File: src/sv/sgcw_pkg.sv
package sgcw_pkg;

    localparam int COORD_W   = 16;
    localparam int TAG_W     = 16;
    localparam int CELL_W    = 5;
    localparam int MAX_CELLS = 63;
    localparam int CNT_W     = 6;
    // signed widths of the walk datapath
    localparam int DELTA_W   = COORD_W + 1;
    localparam int OFF_W     = COORD_W + 2;
    localparam int IDX_W     = COORD_W + 2;
    localparam int TRK_W     = COORD_W + 4;
    localparam int STEP_W    = COORD_W + DELTA_W + 1;
    localparam int PROD_W    = OFF_W + DELTA_W + 1;

    localparam int CFG_IDX_W = 2;
    localparam logic [CFG_IDX_W-1:0] REG_ORIGIN_X  = 2'd0;
    localparam logic [CFG_IDX_W-1:0] REG_ORIGIN_Y  = 2'd1;
    localparam logic [CFG_IDX_W-1:0] REG_CELL_SIZE = 2'd2;

    localparam logic [COORD_W-1:0] CELL_SIZE_RESET = 16'd16;
    localparam logic [COORD_W-1:0] CELL_SIZE_MIN   = 16'd2;

    localparam int QDEPTH = 2;

    typedef logic signed [TRK_W-1:0]  trk_t;
    typedef logic signed [IDX_W-1:0]  idx_t;
    typedef logic signed [PROD_W-1:0] prod_t;
    typedef logic signed [STEP_W-1:0] step_t;

    typedef struct packed {
        logic [COORD_W-1:0] origin_x;
        logic [COORD_W-1:0] origin_y;
        logic [COORD_W-1:0] cell_size;
    } cfg_t;

    // one prepared segment, handed from the setup side to the walker
    typedef struct packed {
        logic [COORD_W-1:0] x_end;
        logic [COORD_W-1:0] y_end;
        logic [TAG_W-1:0]   tag;
        logic [COORD_W-1:0] cs;
        trk_t               tx;
        trk_t               ty;
        idx_t               cx;
        idx_t               cy;
        prod_t              lx;
        prod_t              ry;
        step_t              csdx;
        step_t              csdy;
        logic               up_x;
        logic               up_y;
        logic               nz_x;
        logic               nz_y;
    } desc_t;

endpackage

File: src/sv/sgcw_fifo.sv
module sgcw_fifo (
    input  logic            clk,
    input  logic            rst_n,
    input  logic            push,
    input  sgcw_pkg::desc_t push_desc,
    input  logic            pop,
    output sgcw_pkg::desc_t head,
    output logic            full,
    output logic            empty
);

    localparam int DEPTH = sgcw_pkg::QDEPTH;
    localparam int PTR_W = $clog2(DEPTH);
    localparam int CNT_W = $clog2(DEPTH + 1);

    sgcw_pkg::desc_t  mem_reg [DEPTH];
    logic [PTR_W-1:0] wr_ptr_reg;
    logic [PTR_W-1:0] rd_ptr_reg;
    logic [CNT_W-1:0] count_reg;

    assign full  = count_reg == CNT_W'(DEPTH);
    assign empty = count_reg == '0;
    assign head  = mem_reg[rd_ptr_reg];

    always_ff @(posedge clk)
    begin
        if (push)
            mem_reg[wr_ptr_reg] <= push_desc;
    end

    always_ff @(posedge clk or negedge rst_n)
    begin
        if (!rst_n)
        begin
            wr_ptr_reg <= '0;
            rd_ptr_reg <= '0;
            count_reg  <= '0;
        end
        else
        begin
            if (push)
                wr_ptr_reg <= wr_ptr_reg + 1'b1;
            if (pop)
                rd_ptr_reg <= rd_ptr_reg + 1'b1;
            if (push && !pop)
                count_reg <= count_reg + 1'b1;
            else if (pop && !push)
                count_reg <= count_reg - 1'b1;
        end
    end

endmodule

File: config.mk
export PLATFORM = sky130hd
export DESIGN_NAME = sgcw_fifo
export DESIGN_NICKNAME = d
export VERILOG_FILES = /design/src/sv/sgcw_pkg.sv /design/src/sv/sgcw_fifo.sv
export SDC_FILE = /design/constraint.sdc
export NUM_CORES = 1
export LEC_CHECK = 0
export BUFFER_PORTS_ARGS = -buffer_cell sky130_fd_sc_hd__buf_2
export CAP_MARGIN = 20
export CORE_AREA = 2 2 220 222
export CTS_CLUSTER_SIZE = 30
export DETAILED_ROUTE_END_ITERATION = 12
export DIE_AREA = 0 0 222 224
export PLACE_DENSITY = 0.69
export SLEW_MARGIN = 20
export SYNTH_ARGS = -nofsm -noshare
export SYNTH_HDL_FRONTEND = slang
export SYNTH_SLANG_ARGS = --single-unit
File: constraint.sdc
create_clock -name clk -period 26.8 [get_ports clk]
set_clock_uncertainty 0.1 [all_clocks]
set_input_delay 1.34 -clock clk [delete_from_list [all_inputs] [get_ports clk]]
set_output_delay 1.34 -clock clk [all_outputs]
set_load 0.02 [all_outputs]
==> results.yml, run 1 <==
route:
  routed_wire_length_per_instance_um: 21.1
  drtAntennaViolNets: 0
  drt_wl_total_um: 45900
  avgViaCountPerCell: 4.91
  vias: 10700
  remaining_drc_errors: 0
  drtPass1Iterations: 5
  dr.first_iter.drc_count: 631
global_routing:
  grt_pass1_vias: 10988
  track_usage: 0.176
  largest_net_degree_at_the_start_of_global_routing: 153
  grt_antenna_before_repair: 18
  grt_first_pass_wirelength_um: 65800
  globalRoute.totalOverflow: 0
setup_path:
  critPathMaxFanout: 76
  worstSetupEndpointType: "primary output"
  worst_ep_required_time_ns: 25.36
  wp_data_arrival_ns: 3.89
  timing.critical_path.slowest_cell_delay_ns: 1.01
  timing.critical_path.cells: "buf_4 -> buf_4 -> mux2_2 -> buf_2"
  cp_slowest_cell: "sky130_fd_sc_hd__dfrtp_4"
  critPathMostFrequentCell: "sky130_fd_sc_hd__buf_4"
  critical_path_buf_inv_count: 3
  timing.setup.critical_path_class: "reg -> out"
  worst_setup_path_start_kind: "flip-flop"
  worst_path_dominant_cell_family: "buffers and inverters"
clock_network:
  postCtsSetupRepairBufs: 0
  numClockSinks: 572
  max-clock-path-buffers: 3
  cts_clk_pin_slew_worst_paths_ns: 0.06
  worstSkewPairLatency_ns: 0.58
  clock_tree.root_cell: "sky130_fd_sc_hd__clkbuf_16"
  post_cts_resized: 0
  cts_buffers: 56
  holdBufCountCts: 0
  cts_tree: "yes"
  cts_max_level: 2
place:
  place.gp.congestion: 0.836
  dp_hpwl_um: 31800
  numPlacedInstances: 2066
  pre_cts_ws_ns: 22.02
  io_buffer_count: 573
final_layout:
  fillerInstances: 3707
  share_of_post_route_cells_with_drive_strength_above_1: 0.605
  area_taken_by_flip_flops_and_latches_um2: 17200
  post_layout_cell_count: 2179
  utilization: 0.548
  number_of_flip_flops_in_the_largest_register: 568
  final_nets: 1798
  areaGrowthSynthToFinish_pct: 24.3
  multi_input_gate_area_um2: 3370
synthesis:
  seq_area_frac_synth: 0.823
  yosys-mux-area-fraction: 0.157
  simple_gate_area_share_of_the_yosys_netlist: 0.00126
  syn_avg_cell_area_um2: 23.2
  synth_area_um2: 20900
  syn_inst: 900
  synth.ff_latch_count: 572
  yosysWarnings: 0
  synth_xor_xnor_area_share: 0.00210
  dominant_combinational_cell_family_by_area_after_synthesis: "multiplexers"
  synth_nets: 1189
  netlist-cell-type-count: 14
  yosys.area_share.adder: 0.000600
  synth-compound-area-share: 0
power_and_ir_drop:
  cellInternalPower_mw: 1.94
  switching_part_of_the_total_power: 0.323
  power.share.combinational: 0.314
  sequentialPowerShare: 0.438
  p_clk_frac: 0.248
  static_leakage_power_nw: 9.74
  p_per_area_nw_per_um2: 110
  net-switching-power_uw: 922
  irDropWorstVdd_uv: 73.8
floorplan:
  start_util: 0.441
  die_w_um: 222
  floorplan.io_pins: 574
  placeableCoreArea_um2: 47300
  die_ar_um2: 49700
  dieHeight_um: 224
  rows: 80
flow_run:
  drv_cap: 0
timing:
  timing.fmax_mhz: 187
  final.setup.worst_slack_ns: 21.47
  crit_share_post_route: 0.199
  worst-slew-pin-transition_ns: 1.09
  worst_slew_margin_rel: 0.274
  slew_limit_fails: 0
  timing.final.setup_violations: 0
  timing.final.hold_violations: 0
  finalWorstPathRequiredPeriod_ns: 5.33
  setup_total_negative_slack_ns: 0
  rsz_0062_raised_after_global_routing: "false"
outcome:
  status: "complete, no violations"
min_path:
  min_path_type: "reg -> reg"
cell usage in the layout, fill, tap and decap left out, drive strengths merged:
| cell type | n |
|---|---|
| and2 | 1 |
| buf | 583 |
| bufinv | 1 |
| clkbuf | 76 |
| clkinv | 21 |
| clkinvlp | 1 |
| dfrtp | 4 |
| diode | 13 |
| edfxtp | 568 |
| ha | 1 |
| inv | 2 |
| mux2 | 284 |
| nor2 | 2 |
| nor2b | 2 |
| xnor2 | 1 |
| xor2 | 4 |
Yosys cell counts:
cell                       number  area, µm²
sky130_fd_sc_hd__nor2b_1        2       12.5
sky130_fd_sc_hd__nor2_1         2       7.51
sky130_fd_sc_hd__mux2_2       263       2960
sky130_fd_sc_hd__dfrtp_1        4        100
sky130_fd_sc_hd__xnor2_1        1       8.76
sky130_fd_sc_hd__inv_1          1       3.75
sky130_fd_sc_hd__edfxtp_1     568      17100
sky130_fd_sc_hd__mux2_4        20        300
sky130_fd_sc_hd__ha_1           1       12.5
sky130_fd_sc_hd__and2_1         1       6.26
sky130_fd_sc_hd__buf_2          3       15.0
sky130_fd_sc_hd__buf_6         29        327
sky130_fd_sc_hd__mux2_1         1       11.3
sky130_fd_sc_hd__xor2_1         4       35.0
metal layers:
metal,GRT usage,share of wire,vias to the layer above
met1,0.192,0.36,5341
met4,0.0811,0.035,8
met5,0,0.00091,-
met3,0.0565,0.076,109
met2,0.313,0.53,410
li1,-,-,4832
final timing paths:
check                                    startpoint                   endpoint  slack [ns]  cells after the start
max reg2reg                  wr_ptr_reg$_DFFE_PN0P_  mem_reg[0][278]$_DFFE_PP_       23.43                      3
min reg2reg                count_reg[1]$_DFFE_PN0P_   count_reg[1]$_DFFE_PN0P_        0.43                      1
min in group asynchronous                     rst_n     rd_ptr_reg$_DFFE_PN0P_        0.46                      1
max in group asynchronous                     rst_n     rd_ptr_reg$_DFFE_PN0P_       26.00                      1
max                          rd_ptr_reg$_DFFE_PN0P_                  head[172]       21.47                      4
min                        count_reg[1]$_DFFE_PN0P_   count_reg[1]$_DFFE_PN0P_        0.43                      1
power by group through the flow:
stage | registers, mW | logic, mW | clock network (mW)
floorplan | 1.30 | 0.669 | 0
global placement | 1.27 | 0.900 | 0
detailed placement | 1.27 | 0.906 | 0
CTS | 1.25 | 0.911 | 0.727
global route | 1.27 | 0.947 | 0.762
finish | 1.25 | 0.897 | 0.709
through the flow:
step	hold slack [ns]	area [µm²]	power [mW]
after floorplan	0.355	20900	1.97
after global placement	0.373	24300	2.17
after detailed placement	0.431	24300	2.18
after CTS	0.412	25900	2.89
after global routing	0.418	25900	2.98
final	0.430	25900	2.86
cells by family (layout without fill, tap and decap cells):
| group | after synthesis | count (layout) |
|---|---|---|
| buffers and inverters | 33 | 684 |
| XOR/XNOR | 5 | 5 |
| AND/OR/NAND/NOR | 5 | 5 |
| multiplexers | 284 | 284 |
| other | 0 | 13 |
| flip-flops | 572 | 572 |
| adder cells (fa/ha/maj) | 1 | 1 |
layout make-up:
type                    count  area share
multi-input cells         295       0.130
diodes                     13     0.00125
clock inverters            24     0.00545
inverters                   1    0.000145
repair buffers            583       0.114
clock buffers              76      0.0578
well taps                 615      0.0297
flip-flops and latches    572       0.662
(Power assumes the default switching activity.)
==> inputs of run 2 (changes only) <==
--- a/config.mk
+++ b/config.mk
@@ -5,6 +5,7 @@
 export SDC_FILE = /design/constraint.sdc
 export NUM_CORES = 1
 export LEC_CHECK = 0
+export ABC_AREA = 1
 export BUFFER_PORTS_ARGS = -buffer_cell sky130_fd_sc_hd__buf_2
 export CAP_MARGIN = 20
 export CORE_AREA = 2 2 220 222
==> constraint.sdc (replaced) <==
create_clock -name clk -period 5.4 [get_ports clk]
set_clock_uncertainty 0.1 [all_clocks]
set_input_delay 0.27 -clock clk [delete_from_list [all_inputs] [get_ports clk]]
set_output_delay 0.27 -clock clk [all_outputs]
set_load 0.02 [all_outputs]
==> results.yml, run 2 <==
global_routing:
  largest_net_degree_at_the_start_of_global_routing: 155
  grt_first_pass_wirelength_um: 73900
  track_usage: 0.195
  globalRoute.totalOverflow: 0
  grt_pass1_vias: 13093
  grt_antenna_before_repair: 6
clock_network:
  cts_tree: "yes"
  worstSkewPairLatency_ns: 0.60
  cts_max_level: 2
  max-clock-path-buffers: 3
  postCtsSetupRepairBufs: 0
  cts_clk_pin_slew_worst_paths_ns: 0.06
  clock_tree.root_cell: "sky130_fd_sc_hd__clkbuf_16"
  numClockSinks: 572
  cts_buffers: 58
synthesis:
  synth.most_common_cell: "sky130_fd_sc_hd__edfxtp_1"
  synth_nets: 1198
  netlist-cell-type-count: 15
  seq_area_frac_synth: 0.822
  synth.ff_latch_count: 572
  synth_top_area_frac: 0.817
  synth.area.top_cells: "sky130_fd_sc_hd__edfxtp_1 82%, sky130_fd_sc_hd__mux2_2 14%, sky130_fd_sc_hd__buf_6 1.6%, sky130_fd_sc_hd__mux2_4 1.4%, sky130_fd_sc_hd__dfrtp_1 0.48%"
  yosys.area.top_type: "sky130_fd_sc_hd__edfxtp_1"
  synth_area_um2: 20900
  synth_edf_count: 568
  synth-main-ff-cell: "sky130_fd_sc_hd__edfxtp_1"
  synth-async-reset-ratio: 0.00699
  yosysWarnings: 0
  post_synth_most_frequent_cells: "568 x sky130_fd_sc_hd__edfxtp_1, 263 x sky130_fd_sc_hd__mux2_2, 29 x sky130_fd_sc_hd__buf_6, 20 x sky130_fd_sc_hd__mux2_4, 7 x sky130_fd_sc_hd__inv_1"
  syn_inst: 909
  syn_avg_cell_area_um2: 23.0
floorplan:
  start_util: 0.441
  placeableCoreArea_um2: 47300
  dieHeight_um: 224
  die_w_um: 222
  floorplan.io_pins: 574
  die_ar_um2: 49700
  rows: 80
timing:
  final.hold.worst_slack_ns: 0.295
  final.setup.worst_slack_ns: 2.00
  finalWorstPathRequiredPeriod_ns: 3.40
  slew_limit_fails: 0
  worst-slew-pin-transition_ns: 1.06
  setup_total_negative_slack_ns: 0
  timing.final.setup_violations: 0
  rsz_0062_raised_after_global_routing: "false"
  timing.fmax_mhz: 294
  crit_share_post_route: 0.630
  worst_slew_margin_rel: 0.290
  timing.final.hold_violations: 0
final_layout:
  number_of_flip_flops_in_the_largest_register: 568
  post_layout_cell_count: 2475
  share_of_post_route_cells_with_drive_strength_above_1: 0.513
  areaGrowthSynthToFinish_pct: 39.2
  fillerInstances: 3336
  layout.cells.most_common: "sky130_fd_sc_hd__buf_2"
  final_nets: 2094
  most-common-layout-cells: "573 x sky130_fd_sc_hd__buf_2, 568 x sky130_fd_sc_hd__edfxtp_1, 288 x sky130_fd_sc_hd__dlygate4sd3_1"
setup_path:
  worst_setup_path_start_kind: "flip-flop"
  worst_ep_required_time_ns: 5.03
  timing.setup.critical_path_class: "reg -> out"
  wp_data_arrival_ns: 3.03
  critPathMaxFanout: 73
  worstSetupEndpointType: "primary output"
flow_run:
  drv_cap: 0
route:
  drtAntennaViolNets: 0
  remaining_drc_errors: 0
  routed_wire_length_per_instance_um: 20.3
  vias: 12111
  drt_wl_total_um: 50200
  dr.first_iter.drc_count: 754
  avgViaCountPerCell: 4.89
  drtPass1Iterations: 4
place:
  io_buffer_count: 573
  numPlacedInstances: 2072
  dp_hpwl_um: 30400
  place.gp.congestion: 0.850
  pre_cts_ws_ns: 2.67
power_and_ir_drop:
  irDropWorstVdd_uv: 348
  p_per_area_nw_per_um2: 510
  static_leakage_power_nw: 11.1
min_path:
  min_path_type: "in -> reg"
outcome:
  status: "complete, no violations"
-- run 2: cell types whose count changed after synthesis, sizes merged --
cell / delta
inv: +6
nand4: +1
nand3: +1
and2: -1
nor2b: -2
nand2: +5
nor2: +1
xor2: -2
-- run 2: path summary, 6_finish.rpt --
check | startpoint | end | slack, ns | depth (start not counted)
setup / recovery | rd_ptr_reg$_DFFE_PN0P_ | head[81] | 2.00 | 3
hold / removal | push_desc[273] | mem_reg[0][273]$_DFFE_PP_ | 0.29 | 2
setup reg to reg | wr_ptr_reg$_DFFE_PN0P_ | mem_reg[1][223]$_DFFE_PP_ | 3.47 | 3
hold reg to reg | wr_ptr_reg$_DFFE_PN0P_ | wr_ptr_reg$_DFFE_PN0P_ | 0.45 | 1
max in group asynchronous | rst_n | rd_ptr_reg$_DFFE_PN0P_ | 4.53 | 3
min in group asynchronous | rst_n | count_reg[1]$_DFFE_PN0P_ | 0.47 | 3
-- run 2: final cells by class --
type / instances / area (µm²) / area share
clock buffers: 69 / 1490 / 0.0514
clock inverters: 41 / 360 / 0.0124
diodes: 5 / 12.5 / 0.000430
flip-flops and latches: 572 / 17200 / 0.590
inverters: 7 / 30.0 / 0.00103
well taps: 615 / 769 / 0.0265
multi-input cells: 298 / 3360 / 0.116
repair buffers: 868 / 5880 / 0.202
-- run 2: worst max-delay path, cell delays in order (launching register included) --
cell and delay [ns]:
sky130_fd_sc_hd__dfrtp_4 1.12, sky130_fd_sc_hd__buf_4 0.65, sky130_fd_sc_hd__mux2_2 0.41, sky130_fd_sc_hd__buf_2 0.16
-- run 2: per-layer routing --
metal	up-vias	wire (µm)	share of wire	GRT usage
li1	5447	-	-	-
met1	6064	18100	0.36	0.212
met2	476	27000	0.54	0.357
met3	122	3100	0.062	0.0479
met4	2	1960	0.039	0.0891
met5	-	7	0.00014	0
-- run 2: what timing repair did --
item	in CTS	in global routing
hold buffers	288	0
endpoints found under the hold margin	575	0
gates resized for setup	0	0
-- run 2: metrics by stage --
step / utilization / total power [mW] / area [µm²]
floorplan: - / 9.57 / 20900
global placement: 0.514 / 10.8 / 24300
detailed placement: 0.514 / 10.9 / 24300
CTS: 0.614 / 14.9 / 29100
global route: 0.614 / 15.4 / 29100
finish: 0.614 / 14.8 / 29100
-- run 2: cells by family after synthesis --
kind of cell | after synthesis | synth area share
and+or+nand+nor | 10 | 0.00198
adders and majority gates | 1 | 0.000599
DFF | 572 | 0.822
buffers and inverters | 39 | 0.0176
muxes | 284 | 0.157
xor gates and xnor gates | 3 | 0.00126
-- run 2: power by group --
| group | internal, mW | switching [mW] | leakage, nW |
|---|---|---|---|
| logic | 1.88 | 2.86 | 4.79 |
| registers | 5.90 | 0.308 | 5.38 |
| clock network | 2.22 | 1.66 | 0.908 |
| total | 10.0 | 4.83 | 11.1 |
