[src/sv/sgcw_pkg.sv]
package sgcw_pkg;

    localparam int COORD_W   = 16;
    localparam int TAG_W     = 16;
    localparam int CELL_W    = 5;
    localparam int MAX_CELLS = 63;
    localparam int CNT_W     = 6;
    // signed widths of the walk datapath
    localparam int DELTA_W   = COORD_W + 1;
    localparam int OFF_W     = COORD_W + 2;
    localparam int IDX_W     = COORD_W + 2;
    localparam int TRK_W     = COORD_W + 4;
    localparam int STEP_W    = COORD_W + DELTA_W + 1;
    localparam int PROD_W    = OFF_W + DELTA_W + 1;

    localparam int CFG_IDX_W = 2;
    localparam logic [CFG_IDX_W-1:0] REG_ORIGIN_X  = 2'd0;
    localparam logic [CFG_IDX_W-1:0] REG_ORIGIN_Y  = 2'd1;
    localparam logic [CFG_IDX_W-1:0] REG_CELL_SIZE = 2'd2;

    localparam logic [COORD_W-1:0] CELL_SIZE_RESET = 16'd16;
    localparam logic [COORD_W-1:0] CELL_SIZE_MIN   = 16'd2;

    localparam int QDEPTH = 2;

    typedef logic signed [TRK_W-1:0]  trk_t;
    typedef logic signed [IDX_W-1:0]  idx_t;
    typedef logic signed [PROD_W-1:0] prod_t;
    typedef logic signed [STEP_W-1:0] step_t;

    typedef struct packed {
        logic [COORD_W-1:0] origin_x;
        logic [COORD_W-1:0] origin_y;
        logic [COORD_W-1:0] cell_size;
    } cfg_t;

    // one prepared segment, handed from the setup side to the walker
    typedef struct packed {
        logic [COORD_W-1:0] x_end;
        logic [COORD_W-1:0] y_end;
        logic [TAG_W-1:0]   tag;
        logic [COORD_W-1:0] cs;
        trk_t               tx;
        trk_t               ty;
        idx_t               cx;
        idx_t               cy;
        prod_t              lx;
        prod_t              ry;
        step_t              csdx;
        step_t              csdy;
        logic               up_x;
        logic               up_y;
        logic               nz_x;
        logic               nz_y;
    } desc_t;

endpackage

[src/sv/sgcw_back.sv]
module sgcw_back #(
    parameter int GRID_DIM = 32
) (
    input  logic                        clk,
    input  logic                        rst_n,
    input  sgcw_pkg::desc_t             head,
    input  logic                        q_empty,
    output logic                        pop,
    output logic                        out_valid,
    input  logic                        out_ready,
    output logic [sgcw_pkg::CELL_W-1:0] cell_x,
    output logic [sgcw_pkg::CELL_W-1:0] cell_y,
    output logic [sgcw_pkg::TAG_W-1:0]  seg_tag,
    output logic                        last
);

    localparam int CW = sgcw_pkg::CELL_W;
    localparam int IW = sgcw_pkg::IDX_W;
    localparam int TW = sgcw_pkg::TRK_W;
    localparam int PW = sgcw_pkg::PROD_W;
    localparam int NW = sgcw_pkg::CNT_W;
    localparam sgcw_pkg::idx_t TOP_CELL = IW'(GRID_DIM - 1);

    sgcw_pkg::desc_t     cur_reg;
    sgcw_pkg::desc_t     cur_next;
    logic                busy_reg;
    logic [NW-1:0]       cnt_reg;
    logic                out_valid_reg;
    logic [CW-1:0]       cell_x_reg, cell_y_reg;
    logic [sgcw_pkg::TAG_W-1:0] seg_tag_reg;
    logic                last_reg;

    logic                 load_ok, emit;
    logic                 below_x, below_y, walk_done, take_x, is_last;
    logic [CW-1:0]        sat_x, sat_y;
    logic signed [1:0]    dir_x, dir_y;
    sgcw_pkg::trk_t       cs_trk, end_x, end_y;

    assign load_ok = !out_valid_reg || out_ready;
    assign emit    = busy_reg && load_ok;
    assign pop     = !busy_reg && !q_empty;

    always_comb
    begin
        cs_trk  = $signed(TW'(cur_reg.cs));
        end_x   = $signed(TW'(cur_reg.x_end));
        end_y   = $signed(TW'(cur_reg.y_end));
        dir_x   = cur_reg.up_x ? 2'sb01 : 2'sb11;
        dir_y   = cur_reg.up_y ? 2'sb01 : 2'sb11;

        below_x = cur_reg.nz_x && (cur_reg.up_x ? (cur_reg.tx < end_x) : (cur_reg.tx > end_x));
        below_y = cur_reg.nz_y && (cur_reg.up_y ? (cur_reg.ty < end_y) : (cur_reg.ty > end_y));
        walk_done = !below_x && !below_y;
        is_last   = walk_done || (cnt_reg == NW'(sgcw_pkg::MAX_CELLS - 1));

        // ties go to Y; a flat axis never steps
        priority if (!cur_reg.nz_x)
            take_x = 1'b0;
        else if (!cur_reg.nz_y)
            take_x = 1'b1;
        else if (cur_reg.up_x == cur_reg.up_y)
            take_x = cur_reg.lx < cur_reg.ry;
        else
            take_x = cur_reg.lx > cur_reg.ry;

        priority if (cur_reg.cx < 0)
            sat_x = '0;
        else if (cur_reg.cx > TOP_CELL)
            sat_x = CW'(GRID_DIM - 1);
        else
            sat_x = cur_reg.cx[CW-1:0];

        priority if (cur_reg.cy < 0)
            sat_y = '0;
        else if (cur_reg.cy > TOP_CELL)
            sat_y = CW'(GRID_DIM - 1);
        else
            sat_y = cur_reg.cy[CW-1:0];

        cur_next = cur_reg;
        if (take_x)
        begin
            cur_next.tx = cur_reg.up_x ? (cur_reg.tx + cs_trk) : (cur_reg.tx - cs_trk);
            cur_next.cx = cur_reg.cx + IW'(dir_x);
            cur_next.lx = cur_reg.up_x ? (cur_reg.lx + PW'(cur_reg.csdy))
                                       : (cur_reg.lx - PW'(cur_reg.csdy));
        end
        else
        begin
            cur_next.ty = cur_reg.up_y ? (cur_reg.ty + cs_trk) : (cur_reg.ty - cs_trk);
            cur_next.cy = cur_reg.cy + IW'(dir_y);
            cur_next.ry = cur_reg.up_y ? (cur_reg.ry + PW'(cur_reg.csdx))
                                       : (cur_reg.ry - PW'(cur_reg.csdx));
        end
    end

    always_ff @(posedge clk)
    begin
        if (pop)
            cur_reg <= head;
        else if (emit && !is_last)
            cur_reg <= cur_next;

        if (emit)
        begin
            cell_x_reg  <= sat_x;
            cell_y_reg  <= sat_y;
            seg_tag_reg <= cur_reg.tag;
            last_reg    <= is_last;
        end
    end

    always_ff @(posedge clk or negedge rst_n)
    begin
        if (!rst_n)
        begin
            busy_reg      <= 1'b0;
            cnt_reg       <= '0;
            out_valid_reg <= 1'b0;
        end
        else
        begin
            if (emit)
                out_valid_reg <= 1'b1;
            else if (out_ready)
                out_valid_reg <= 1'b0;

            if (pop)
            begin
                busy_reg <= 1'b1;
                cnt_reg  <= '0;
            end
            else if (emit)
            begin
                if (is_last)
                    busy_reg <= 1'b0;
                else
                    cnt_reg <= cnt_reg + 1'b1;
            end
        end
    end

    assign out_valid = out_valid_reg;
    assign cell_x    = cell_x_reg;
    assign cell_y    = cell_y_reg;
    assign seg_tag   = seg_tag_reg;
    assign last      = last_reg;

endmodule

[config.mk]
export PLATFORM = sky130hd
export DESIGN_NAME = sgcw_back
export DESIGN_NICKNAME = d
export VERILOG_FILES = /design/src/sv/sgcw_pkg.sv /design/src/sv/sgcw_back.sv
export SDC_FILE = /design/constraint.sdc
export NUM_CORES = 1
export LEC_CHECK = 0
export ABC_AREA = 1
export CORE_ASPECT_RATIO = 1.75
export CORE_MARGIN = 2
export CORE_UTILIZATION = 43
export DETAILED_ROUTE_END_ITERATION = 8
export DONT_BUFFER_PORTS = 1
export GPL_ROUTABILITY_DRIVEN = 0
export HOLD_SLACK_MARGIN = 0.05
export RECOVER_POWER = 50
export SLEW_MARGIN = 10
export SYNTH_ARGS = -nofsm -noshare
export SYNTH_HDL_FRONTEND = slang
export SYNTH_SLANG_ARGS = --single-unit
[constraint.sdc]
create_clock -name clk -period 6.9 [get_ports clk]
set_input_delay 0.345 -clock clk [delete_from_list [all_inputs] [get_ports clk]]
set_output_delay 0.345 -clock clk [all_outputs]
set_load 0.02 [all_outputs]
==> impl_metrics.yaml, run 1 <==
yosys:
  syn_nets: 3837
  syn_avg_cell_area_um2: 7.57
  synthFlopType: "edfxtp_1"
  synth_cell_types: 62
  synth.top_cell.area_share_pct: 37.1
  async_flop_share_pct: 2.51
  synth_area_leaders: "edfxtp_1 (37%), nand2_1 (12%), ha_1 (11%)"
  synth_warnings: 0
  synth_cells: 3328
  synth-seq-area-share_pct: 37.9
  synth_area_leader_cell: "edfxtp_1"
  synth_edf_count: 311
  ys_seq_elements: 319
  synthesis.area_mm2: 0.0252
pwr:
  p_comb_share_pct: 56.9
  pwr_density_cell_mw_per_mm2: 488
  internal_power_mw: 7.58
  leakage_nw: 13.4
  report.power.total_mw: 14.6
  swShare_pct: 47.9
  power.share.clock_pct: 15.3
  vdd_drop_max_v: 0.000321
  power_frac_seq_pct: 27.7
  p_sw_mw: 6.98
grt:
  grt_pass1_vias: 23400
  grt_pass1_wl_um: 125000
  overflow: 0
  antenna_found_initial: 6
  grt_max_degree: 136
  track_usage_pct: 26.9
run:
  maxCapViolations: 4
timing:
  slew_headroom_pct: -144
  maxSlewViolCount: 253
  finalCriticalPeriod_ps: 5190
  setup_violations: 0
  rsz0062_at_grt: "no"
  whs_ps: 60.4
  tightest_slew_ps: 3660
  tns_ps: 0
  period_share_pct: 75.2
  timing.final.hold_violations: 0
  skew_ps: 16.1
  fmax_mhz: 193
routing:
  drc: 0
  drt-vias-per-instance: 5.29
  wl_per_cell_um: 18.9
  drtAntennaViolNets: 0
  vias: 23100
  drt_iter0_drc: 1152
  finalWirelength_um: 82600
  drt_pass1_iterations: 7
critical_path:
  reg2reg_depth: 6
  crit_path_frequent_cell: "nor2_1"
  end_kind: "flop"
  cpPeakStageDelay_ps: 2630
  critPathKind: "flop to flop"
  r2r-end: "cur_reg[94]$_DFFE_PP_"
  cp_cell_sequence: "nor2_1 > inv_8 > clkbuf_1 > buf_4 > nor2_1 > a31oi_1"
  crit_arrival_ps: 5530
  worstReg2RegStart: "busy_reg$_DFFE_PN0P_"
  cp_slowest_cell: "clkbuf_1"
  cp_max_fo: 135
  startpoint: "busy_reg$_DFFE_PN0P_"
  worstSetupStartpointType: "flop"
  required_ps: 7250
  r2r_slack_ps: 1710
cts:
  cts_root_buffer: "clkbuf_16"
  cts_resized: 0
  cts_buffer_depth: 3
  clock_latency_ps: 550
  clkTransAtPathRegs_ps: 70
  cts_tree: "built"
  cts_sinks: 319
  numCtsBuffers: 36
  htree_levels: 2
hold_path:
  hp-class: "input port to flop"
  min_to: "cur_reg[154]$_DFFE_PP_"
  hp-start: "head[154]"
  hold_depth: 2
final_layout:
  area_growth_pct: 18.4
  largest_reg_flops: 148
  utilization_pct: 51.3
  nets: 4071
  layout-drive-gt1-share_pct: 3.68
  design_area_mm2: 0.0298
placed_design:
  hpwlAfterDp_um: 63900
  place_area_mm2: 0.0260
  io_buffers: 0
status:
  status: "finished, violations left"
  violations: "max-capacitance violations, max-slew violations"
floorplan:
  die_y_um: 324
  die_area_mm2: 0.0606
  die_w_um: 187
  coreArea_mm2: 0.0581
  num_rows: 117
  initial_core_util_pct: 43.4
  ios: 317
[cells in the final DEF (no fill, tap or decap), types with 45 or more instances in the layout]
cell type,n
nand3_1,184
xor2_1,80
o21ai_0,179
nand2_1,811
nor2_1,399
o21ai_1,45
inv_1,473
edfxtp_1,311
dlygate4sd3_1,250
ha_1,215
nand4_1,45
a21oi_1,185
a31oi_1,46
[cell type report]
| cell class | instances | area [um^2] |
|---|---|---|
| clock buffers | 39 | 933 |
| well taps | 773 | 967 |
| fillers | 5759 | 28300 |
| flip-flops and latches | 319 | 9540 |
| diodes | 3 | 7.51 |
| inverters | 485 | 1830 |
| multi-input cells | 2457 | 13600 |
| clock inverters | 24 | 399 |
| repair buffers | 263 | 2590 |
[worst max path at each step]
stage                                  end  slack [ps]  depth (start not counted)
finish               cur_reg[94]$_DFFE_PP_        1710                          6
global route         cur_reg[94]$_DFFE_PP_        1330                          6
CTS                  cur_reg[89]$_DFFE_PP_        2810                         12
detailed placement  cur_reg[104]$_DFFE_PP_        2830                         12
global placement    cur_reg[104]$_DFFE_PP_        2800                         12
floorplan              cs_trk[0]$_DFFE_PP_        1360                          3
[critical path: cells and delay by family, from the launching register on]
| family | cells | cell delay [ps] |
|---|---|---|
| AO/OA/AOI/OAI | 1 | 170 |
| buffers and inverters | 3 | 4080 |
| flip-flops | 1 | 360 |
| AND/OR/NAND/NOR | 2 | 290 |
[through the flow]
step / std cells / worst slack [ps]
floorplan: 3328 / 1360
global placement: 4047 / 2800
detailed placement: 4047 / 2830
CTS: 4360 / 2810
global route: 4361 / 1330
finish: 4363 / 1710
[cell families (layout without fill, tap and decap cells)]
family,Yosys count,in the layout,synth area share [%]
and+or+nand+nor,1575,1575,26.5
other,0,3,0
adders and majority gates,221,221,11.2
xor gates and xnor gates,109,109,3.79
buffers and inverters,552,811,8.28
AOI/OAI and AO/OA,551,551,12.3
muxes,1,1,0.0447
DFF,319,319,37.9
[cells in the mapped netlist (4+ instances only)]
cell type  number
a21boi_1        4
a21o_1         20
a21oi_1       185
a31oi_1        46
buf_1          11
clkbuf_1       51
dfrtp_1         8
edfxtp_1      311
fa_1            6
ha_1          215
inv_1         475
inv_2          10
nand2_1       813
nand2_2         4
nand3_1       183
nand3_2         5
nand3b_1        5
nand4_1        45
nor2_1        399
nor2_2          5
nor3_1         24
nor4_1         32
o211ai_1        6
o21a_1          4
o21ai_0       176
o21ai_1        48
o21bai_1       23
o221a_2         4
o31ai_1        10
or2_0           6
or2_1          26
or2_2           9
xnor2_1        29
xor2_1         80
[metal layers]
layer | vias up | global-route usage [%] | share of wire (%)
met2 | 706 | 51.3 | 52
li1 | 11600 | - | -
met3 | 240 | 3.80 | 4.8
met1 | 10500 | 26.7 | 35
met4 | 8 | 18.7 | 7.8
met5 | - | 0 | 0.048
[what timing repair did]
item	CTS	global route
hold buffers	250	0
hold endpoints to repair	257	0
buffers inserted	0	0
setup endpoints to repair	0	0
[power groups by stage]
stage / clock, mW / sequential [mW] / combinational, mW
floorplan: 0 / 3.76 / 6.09
global placement: 0 / 4.06 / 8.02
detailed placement: 0 / 4.07 / 8.10
CTS: 2.28 / 4.04 / 8.27
global route: 2.33 / 4.10 / 9.44
finish: 2.23 / 4.04 / 8.29
Note: power is estimated with default switching activity, not from simulation.
==> run 2, diff against run 1 <==
--- a/config.mk
+++ b/config.mk
@@ -5,7 +5,7 @@
 export SDC_FILE = /design/constraint.sdc
 export NUM_CORES = 1
 export LEC_CHECK = 0
-export ABC_AREA = 1
+export ABC_AREA = 0
 export CORE_ASPECT_RATIO = 1.75
 export CORE_MARGIN = 2
 export CORE_UTILIZATION = 43
==> constraint.sdc (replaced) <==
create_clock -name clk -period 4.5 [get_ports clk]
set_input_delay 0.225 -clock clk [delete_from_list [all_inputs] [get_ports clk]]
set_output_delay 0.225 -clock clk [all_outputs]
set_load 0.02 [all_outputs]
==> run 2 against run 1 <==
First-iteration DRC count down 8.9%. Die area down 10%. Flip-flop and latch count unchanged. The flow still finishes with violations (max-capacitance violations, max-slew violations). Count of clock-buffer cells in the layout up 1. Register-to-register slack worse by 1700 ps. Via count down 16%. Sequential power up 55%. Sequential share of layout area up 0.57 points. Hold slack better by 11 ps. Critical path depth up 11.
==> impl_metrics.yaml, run 2 <==
grt:
  grt_max_degree: 170
  grt_pass1_vias: 20100
  grt_pass1_wl_um: 103000
  overflow: 0
  antenna_found_initial: 12
  track_usage_pct: 24.2
yosys:
  synth_compound_area_share_pct: 16.3
  synth.top_cell.area_share_pct: 41.4
  syn_nets: 2831
  synth.most_common_cell: "edfxtp_1"
  synth_area_leader_cell: "edfxtp_1"
  synthAdderAreaFrac_pct: 12.5
  synth_cells: 2322
  ys_seq_elements: 319
  synthFlopType: "edfxtp_1"
  synth-xor-area-share_pct: 8.39
  synth-simple-area-share_pct: 16.7
  synthesis.area_mm2: 0.0226
  synth_cell_types: 70
  synth_warnings: 0
  async_flop_share_pct: 2.51
  syn_avg_cell_area_um2: 9.71
  ys_top_cells_by_count: "edfxtp_1 (311), a21oi_1 (229), ha_1 (215)"
  synth_area_leaders: "edfxtp_1 (41%), ha_1 (12%), xor2_1 (5.4%)"
  synth_edf_count: 311
  synth_top_family_by_area: "simple AND/OR/NAND/NOR gates"
  synth.area.mux_share_pct: 0.433
  synth-seq-area-share_pct: 42.3
floorplan:
  die_area_mm2: 0.0544
  initial_core_util_pct: 43.3
  ios: 317
  num_rows: 111
  die_w_um: 177
  die_y_um: 307
  coreArea_mm2: 0.0521
timing:
  timing.final.hold_violations: 0
  finalCriticalPeriod_ps: 4450
  setup_violations: 0
  slew_headroom_pct: -43.3
  skew_ps: 11.9
  period_share_pct: 99.0
  maxSlewViolCount: 263
  tightest_slew_ps: 2150
  tns_ps: 0
  setup_slack_ps: 46.2
  fmax_mhz: 225
  whs_ps: 71.5
routing:
  drt_pass1_iterations: 5
  drc: 0
  wl_per_cell_um: 19.5
  drtAntennaViolNets: 0
  finalWirelength_um: 68200
  vias: 19300
  drt_iter0_drc: 1049
  drt-vias-per-instance: 5.52
final_layout:
  seq_area_mm2: 0.00954
  final_cell_mix: "edfxtp_1 (311), dlygate4sd3_1 (286), a21oi_1 (220)"
  layout-drive-gt1-share_pct: 12.4
  layout_commonest_cell: "edfxtp_1"
  nets: 3292
  area_growth_pct: 30.0
  stdcell_count: 3495
  fill_cells: 4465
  multi_input_area_mm2: 0.0127
  largest_reg_flops: 148
critical_path:
  critPathKind: "flop to flop"
  crit_buf_inv: 2
  required_ps: 4890
  crit_family: "compound AO/OA/AOI/OAI gates"
  worstReg2RegStart: "cur_next[12]$_DFFE_PP_"
  worstSetupStartpointType: "flop"
  cpPeakStageDelay_ps: 580
  cp_max_fo: 4
  startpoint: "cur_next[12]$_DFFE_PP_"
  crit_arrival_ps: 4850
  cp_slowest_cell: "or4_4"
  cp_cell_sequence: "or4_4 > nor4_2 > buf_4 > and3b_2 > nor2_1 > xnor2_1 > ha_1 > a21o_1 > a221oi_2 > buf_4 > o221ai_2 > o2111a_1 > a311o_1 > a21oi_2 > a21oi_2 > or4_1 > nand3_1"
  end_kind: "flop"
pwr:
  power.share.clock_pct: 13.6
  leakage_nw: 12.0
  report.power.total_mw: 23.3
  pwr_density_cell_mw_per_mm2: 795
  power_frac_seq_pct: 26.9
  internal_power_mw: 13.4
  p_sw_mw: 9.89
  swShare_pct: 42.4
  p_comb_share_pct: 59.5
  vdd_drop_max_v: 0.000450
cts:
  cts_buffer_depth: 3
  cts_root_buffer: "clkbuf_16"
  numCtsBuffers: 36
  clkTransAtPathRegs_ps: 70
  cts_tree: "built"
  clock_latency_ps: 530
  cts_sinks: 319
  htree_levels: 2
status:
  violations: "max-capacitance violations, max-slew violations"
  status: "finished, violations left"
run:
  maxCapViolations: 5
hold_path:
  hp-start: "head[99]"
  hp-class: "input port to flop"
placed_design:
  hpwlAfterDp_um: 49900
  dp_slack_ps: -95.3
  dp.cells: 3117
  io_buffers: 0
run 2: layer usage:
layer  global-route usage (%)  up-vias  wire length (um)
met3                     3.40      204              3020
met5                        0        -                61
li1                         -     9362                 -
met4                     14.3       10              4350
met1                     24.3     9166             24500
met2                     46.5      566             36200
run 2: layout make-up:
| class | count | share of cell area [%] |
|---|---|---|
| Inverter | 138 | 1.79 |
| Antenna cell | 8 | 0.0683 |
| Tap cell | 678 | 2.89 |
| Timing Repair Buffer | 491 | 15.3 |
| Clock inverter | 24 | 0.999 |
| Sequential cell | 319 | 32.5 |
| Multi-Input combinational cell | 1797 | 43.2 |
| Clock buffer | 40 | 3.20 |
run 2: repair_timing:
item	4_1_cts	5_1_grt
hold endpoints to repair	292	0
hold buffers	286	0
setup buffers	0	20
gates resized for setup	9	79
pin swaps	0	42
endpoints found under the setup margin	5	23
run 2: cells by family (layout without fill, tap and decap cells):
family | after synthesis | after routing
and+or+nand+nor | 755 | 755
AOI/OAI and AO/OA | 596 | 596
DFF | 319 | 319
adders and majority gates | 221 | 221
xor gates and xnor gates | 216 | 216
buffers and inverters | 206 | 693
muxes | 9 | 9
other | 0 | 8
run 2: power groups by stage:
stage | Combinational (mW) | Sequential [mW] | Clock [mW]
after detailed placement | 13.1 | 6.28 | 0
after global routing | 15.3 | 6.39 | 3.33
after floorplan | 9.26 | 5.98 | 0
after CTS | 13.4 | 6.23 | 3.25
after global placement | 12.7 | 6.26 | 0
final | 13.9 | 6.26 | 3.17
run 2: final timing paths:
check	endpoint	slack [ps]	cells after the start
setup / recovery	cur_reg[142]$_DFFE_PP_	50	17
hold / removal	cur_reg[99]$_DFFE_PP_	70	2
setup reg to reg	cur_reg[142]$_DFFE_PP_	50	17
hold reg to reg	seg_tag[3]$_DFFE_PP_	420	0
max in group asynchronous	cnt_reg[4]$_DFFE_PN0P_	3550	2
min in group asynchronous	out_valid$_DFFE_PN0P_	630	2
run 2: per-stage QoR:
| step | util (%) | cell area [um^2] |
|---|---|---|
| 4_1_cts | 55.3 | 28800 |
| 3_5_place_dp | 47.4 | 24700 |
| 3_3_place_gp | 47.4 | 24700 |
| 5_1_grt | 56.3 | 29300 |
| 2_1_floorplan | - | 22600 |
| 6_report | 56.3 | 29300 |
